## config.mk

```make
export PLATFORM = sky130hd
export DESIGN_NAME = hts_ctrl
export DESIGN_NICKNAME = d
export VERILOG_FILES = /design/src/hts_pkg.sv /design/src/hts_ctrl.sv
export SDC_FILE = /design/constraint.sdc
export NUM_CORES = 1
export LEC_CHECK = 0
export BUFFER_PORTS_ARGS = -buffer_cell sky130_fd_sc_hd__buf_2
export CAP_MARGIN = 20
export CORE_AREA = 2 2 39 41
export DETAILED_ROUTE_END_ITERATION = 12
export DIE_AREA = 0 0 41 43
export HOLD_SLACK_MARGIN = 0.15
export PLACE_DENSITY = 0.42
export SYNTH_ARGS = -nofsm -noshare
export SYNTH_HDL_FRONTEND = slang
export SYNTH_SLANG_ARGS = --single-unit
```

## constraint.sdc

```tcl
create_clock -name clk -period 1.6 [get_ports clk]
set_clock_uncertainty 0.15 [all_clocks]
set_input_delay 0.16 -clock clk [delete_from_list [all_inputs] [get_ports clk]]
set_output_delay 0.16 -clock clk [all_outputs]
set_load 0.005 [all_outputs]
```

## src/hts_pkg.sv

```systemverilog
`timescale 1ns / 1ps
// ----------------------------------------------------------------------------
// hts_pkg
// Shared types and constants of the Huffman table stream decoder.
// ----------------------------------------------------------------------------
package hts_pkg;

    localparam int DEF_TABLE_ENTRIES = 256;
    localparam int DEF_MAX_CODE_LEN  = 24;

    localparam int KIND_W       = 2;
    localparam int INDEX_W      = 8;
    localparam int SYM_W        = 8;
    localparam int ENTRY_LEN_W  = 5;
    localparam int ENTRY_CODE_W = 24;
    localparam int TOTAL_W      = 31;
    localparam int BYTE_W       = 8;
    localparam int BIT_IDX_W    = 3;
    localparam int MAX_SYMS     = 8;
    localparam int SYM_CNT_W    = 4;
    localparam int BUF_IDX_W    = 3;

    // Entries per group of the first level of the match reduction.
    localparam int GROUP_SIZE = 16;

    typedef enum logic [KIND_W-1:0] {
        KIND_CLEAR = 2'd0,
        KIND_LOAD  = 2'd1,
        KIND_START = 2'd2,
        KIND_BYTE  = 2'd3
    } kind_t;

    typedef enum logic [2:0] {
        ST_IDLE,
        ST_CMP,
        ST_GRP,
        ST_SEL,
        ST_EMIT
    } state_t;

    typedef struct packed {
        logic load;
        logic cmp;
        logic sel;
        logic emit;
    } hts_cmd_t;

    typedef struct packed {
        logic stream_done;
        logic bit_last;
        logic emit_last;
    } hts_stat_t;

endpackage

```

## src/hts_ctrl.sv

```systemverilog
`timescale 1ns / 1ps
// ----------------------------------------------------------------------------
// hts_ctrl
// Sequencer: takes requests, steps the datapath through each coded bit and
// through the delivery of the results.
// ----------------------------------------------------------------------------
module hts_ctrl
(
    input  logic              clk,
    input  logic              rst_n,
    input  logic              start,
    input  logic [1:0]        kind,
    input  hts_pkg::hts_stat_t stat,
    output hts_pkg::hts_cmd_t cmd,
    output logic              busy
);
    import hts_pkg::*;

    state_t state_reg;
    state_t state_next;

    always_ff @(posedge clk or negedge rst_n)
    begin
        if (!rst_n)
        begin
            state_reg <= ST_IDLE;
        end
        else
        begin
            state_reg <= state_next;
        end
    end

    always_comb
    begin
        state_next = state_reg;
        case (state_reg)
            ST_IDLE:
            begin
                if (start)
                begin
                    state_next = (kind == KIND_BYTE) ? ST_CMP : ST_EMIT;
                end
            end
            ST_CMP:
            begin
                state_next = stat.stream_done ? ST_EMIT : ST_GRP;
            end
            ST_GRP:
            begin
                state_next = ST_SEL;
            end
            ST_SEL:
            begin
                state_next = stat.bit_last ? ST_EMIT : ST_CMP;
            end
            ST_EMIT:
            begin
                if (stat.emit_last)
                begin
                    state_next = ST_IDLE;
                end
            end
            default:
            begin
                state_next = ST_IDLE;
            end
        endcase
    end

    always_comb
    begin
        cmd  = '0;
        busy = 1'b1;
        case (state_reg)
            ST_IDLE:
            begin
                busy     = 1'b0;
                cmd.load = start;
            end
            ST_CMP:
            begin
                cmd.cmp = !stat.stream_done;
            end
            ST_GRP:
            begin
                cmd = '0;
            end
            ST_SEL:
            begin
                cmd.sel = 1'b1;
            end
            ST_EMIT:
            begin
                cmd.emit = 1'b1;
            end
            default:
            begin
                cmd = '0;
            end
        endcase
    end

endmodule

```

==> impl_metrics.csv <==
group,metric,value,unit
power_and_ir_drop,power_leakage,0.205,nW
synthesis,syn_area,220,µm²
grt,globalRoute.totalOverflow,0,
critical_path,worstSetupPathType,"flip-flop to output pin",
synthesis,synth_cell_types,17,
grt,wire_length_of_the_first_global_routing_pass,1.09,mm
critical_path,path_max_fanout,5,
synthesis,post_synthesis_adder_cell_area_fraction,0,
place,gp_routability_congestion,0.774,
grt,grt_util_all_layers,0.0954,
drt,antenna_violating_nets_post_route,0,
synthesis,synth_area_leader_cell,"dfrtp_1",
power_and_ir_drop,power,0.000679,W
grt,groute.layer.met1.usage,0.125,
drt,wire_per_inst,9.89,µm
floorplan,floorplan.rows,14,
synthesis,avgSynthCellArea,9.18,µm²
critical_path,r2r_end,"state_reg[2]$_DFFE_PN0P_",
synthesis,yosys-top-cells-count,"3 x dfrtp_1, 3 x nand2_1, 2 x a21oi_1, 2 x inv_1, 2 x nor3b_1",
synthesis,synth_seq_cells,3,
floorplan,chipHeight,43,µm
cells_and_area,final_layout_size_suffix_gt1_frac,0.560,
clock_tree,clock-sinks,3,
critical_path,worst_r2r_path_depth,4,
floorplan,die_x,41,µm
synthesis,synth_warnings,0,
worst_hold_path,hold_path_class,"input port to flip-flop",
grt,groute.layer.met3.usage,0.0314,
power_and_ir_drop,powerDensity,1500,nW/µm²
floorplan,initial_core_util,0.159,
clock_tree,cts.htree.levels,1,
run,maxCapViolations,0,
timing,layout_worst_path_cycle_share,0.952,
timing,timing.final.crit_period,1.52,ns
cells_and_area,num_antenna_cells,0,
cells_and_area,finish.net_count,59,
clock_tree,clock_tree.buffer_depth,2,
timing,timing.max_slew.rel_slack,0.840,
timing,setup_viol,0,
synthesis,dominant_combinational_cell_family_by_area_after_synthesis,"simple AND/OR/NAND/NOR gates",
cells_and_area,nFillCells,148,
worst_hold_path,hp-start,"start",
critical_path,arrival,1.21,ns
synthesis,count_of_flip_flops_with_a_built_in_enable_after_synthesis,0,
timing,rsz_0062_raised_after_global_routing,"false",
worst_hold_path,hold-path-endpoint,"state_reg[0]$_DFFE_PN0P_",
clock_tree,clk_root_buffer_cell,"clkbuf_4",
critical_path,cpMaxStageDelayCell,"dfrtp_2",
critical_path,worst_r2r_startpoint,"state_reg[1]$_DFFE_PN0P_",
clock_tree,tritoncts,"built",
drt,initialDrtViolationCount,2,
critical_path,critical_path_cell_by_cell,"buf_6, nor4_4, buf_2",
synthesis,netlist.area_leader.share,0.341,
critical_path,cpPeakStageDelay,0.44,ns
drt,number_of_vias_in_the_routed_layout,278,
clock_tree,numCtsBuffers,3,
synthesis,synthesis.instances,24,
grt,grt_util_met2,0.109,
critical_path,critical_path.endpoint_type,"output pin",
critical_path,crit_required,1.29,ns
grt,first_global_vias,268,
critical_path,startpoint_class,"flip-flop",
drt,viasPerCell,4.21,
synthesis,synth.net_count,32,
timing,achievable-frequency,0.656,GHz
timing,worst_pin_slew,0.239,ns
drt,route.final.wire_length,653,µm
timing,timing.setup.tns,0,ns
floorplan,design.core.area,1380,µm²
clock_tree,worst_skew_pair.late_latency,0.23,ns
power_and_ir_drop,max-vdd-ir-drop,515,µV
status,outcome,"finished clean",
worst_hold_path,whs_path_depth,4,
drt,drt_first_pass_iters,2,
synthesis,ys_seq_area_frac,0.341,
grt,antenna_found_initial,0,
grt,maximum_number_of_pins_on_one_net_before_global_route_repair,9,
timing,report.final.slew_viol_count,0,
synthesis,async_flop_share,1.00,
timing,report.final.hold_viol_count,0,
synthesis,synth_compound_gate_area_share,0.153,
grt,grt_most_used_layer,"met1",
clock_tree,cts.clk_slew.worst_paths,0.04,ns
synthesis,postSynth.topFlopCell,"dfrtp_1",
synthesis,post_synthesis_share_of_cell_area_spent_on_xor_and_xnor_gates,0,
cells_and_area,largest_reg_flops,3,
synthesis,muxShareOfSynthArea,0,
synthesis,synth-simple-area-share,0.398,
drt,detail_route.drc_violations,0,
place,buffer_ports.inserted,12,
cells_and_area,layout-area-overhead-vs-synth,106,%
floorplan,floorplan.die_area,1760,µm²
floorplan,design.portCount,13,
synthesis,yosys-top-cells-area,"dfrtp_1 34%, nor4b_4 11%, nor3b_1 6.8%",
critical_path,rrSetupSlack,0.24,ns
final cells by class:
type	count	area [µm²]	area share
Multi-Input combinational cell	17	144	0.318
Clock buffer	4	26.3	0.0580
Inverter	2	7.51	0.0166
Sequential cell	3	78.8	0.174
Tap cell	16	20.0	0.0442
Timing Repair Buffer	24	176	0.390
how the worst max path moves through the flow:
stage / startpoint / endpoint / slack [ns] / cells past startpoint
4_1_cts: state_reg[1]$_DFFE_PN0P_ / busy / 0.01 / 2
3_5_place_dp: state_reg[1]$_DFFE_PN0P_ / busy / 0.20 / 2
6_report: state_reg[1]$_DFFE_PN0P_ / cmd[2] / 0.08 / 3
5_1_grt: state_reg[1]$_DFFE_PN0P_ / cmd[2] / 0.006 / 3
2_1_floorplan: state_reg[1]$_DFFE_PN0P_ / busy / 0.34 / 2
3_3_place_gp: state_reg[1]$_DFFE_PN0P_ / busy / 0.20 / 2
critical path: cells and delay by family (launching register included):
family	cells	cell delay (ns)
DFF	1	0.44
buffers and inverters	2	0.29
and+or+nand+nor	1	0.25
logic make-up (layout without fill, tap and decap cells):
group | count (synthesis) | in the layout
AOI/OAI and AO/OA | 5 | 5
buffers and inverters | 4 | 30
DFF | 3 | 3
and+or+nand+nor | 12 | 12
placed cells by master, fill, tap and decap left out, types with 2 or more instances in the layout:
cell           synthesis  final
buf_2                  1     12
dlygate4sd3_1          0      7
nand2_1                3      3
clkbuf_4               0      3
buf_4                  0      3
dfrtp_2                0      3
nor3b_1                2      2
report_power, final:
group          internal, W  total, W  switching, W
clock network    0.0000935  0.000133     0.0000398
registers         0.000116  0.000199     0.0000838
logic             0.000214  0.000346      0.000133
total             0.000423  0.000679      0.000256
routing by layer:
| layer | vias to the layer above | share of wire |
|---|---|---|
| met1 | 124 | 0.49 |
| met4 | 0 | 0.029 |
| met5 | - | 0 |
| met3 | 2 | 0.069 |
| li1 | 137 | - |
| met2 | 15 | 0.41 |
per-stage QoR:
step                      hold WS, ns  cells  setup WS, ns  utilization  cell area, µm²
after floorplan                -0.286     24         0.335            -             220
after global placement         -0.192     50         0.204        0.205             284
after detailed placement       -0.193     50         0.196        0.205             284
after CTS                       0.250     65        0.0138        0.300             415
after global routing            0.286     66       0.00580        0.327             453
final                           0.243     66        0.0765        0.327             453
repair_timing:
action | CTS | global route
endpoints found under the setup margin | 2 | 3
hold buffers | 8 | 0
buffers inserted | 3 | 1
cloned | 0 | 0
gates resized for setup | 2 | 8
hold endpoints to repair | 6 | 0
(Power assumes the default switching activity.)
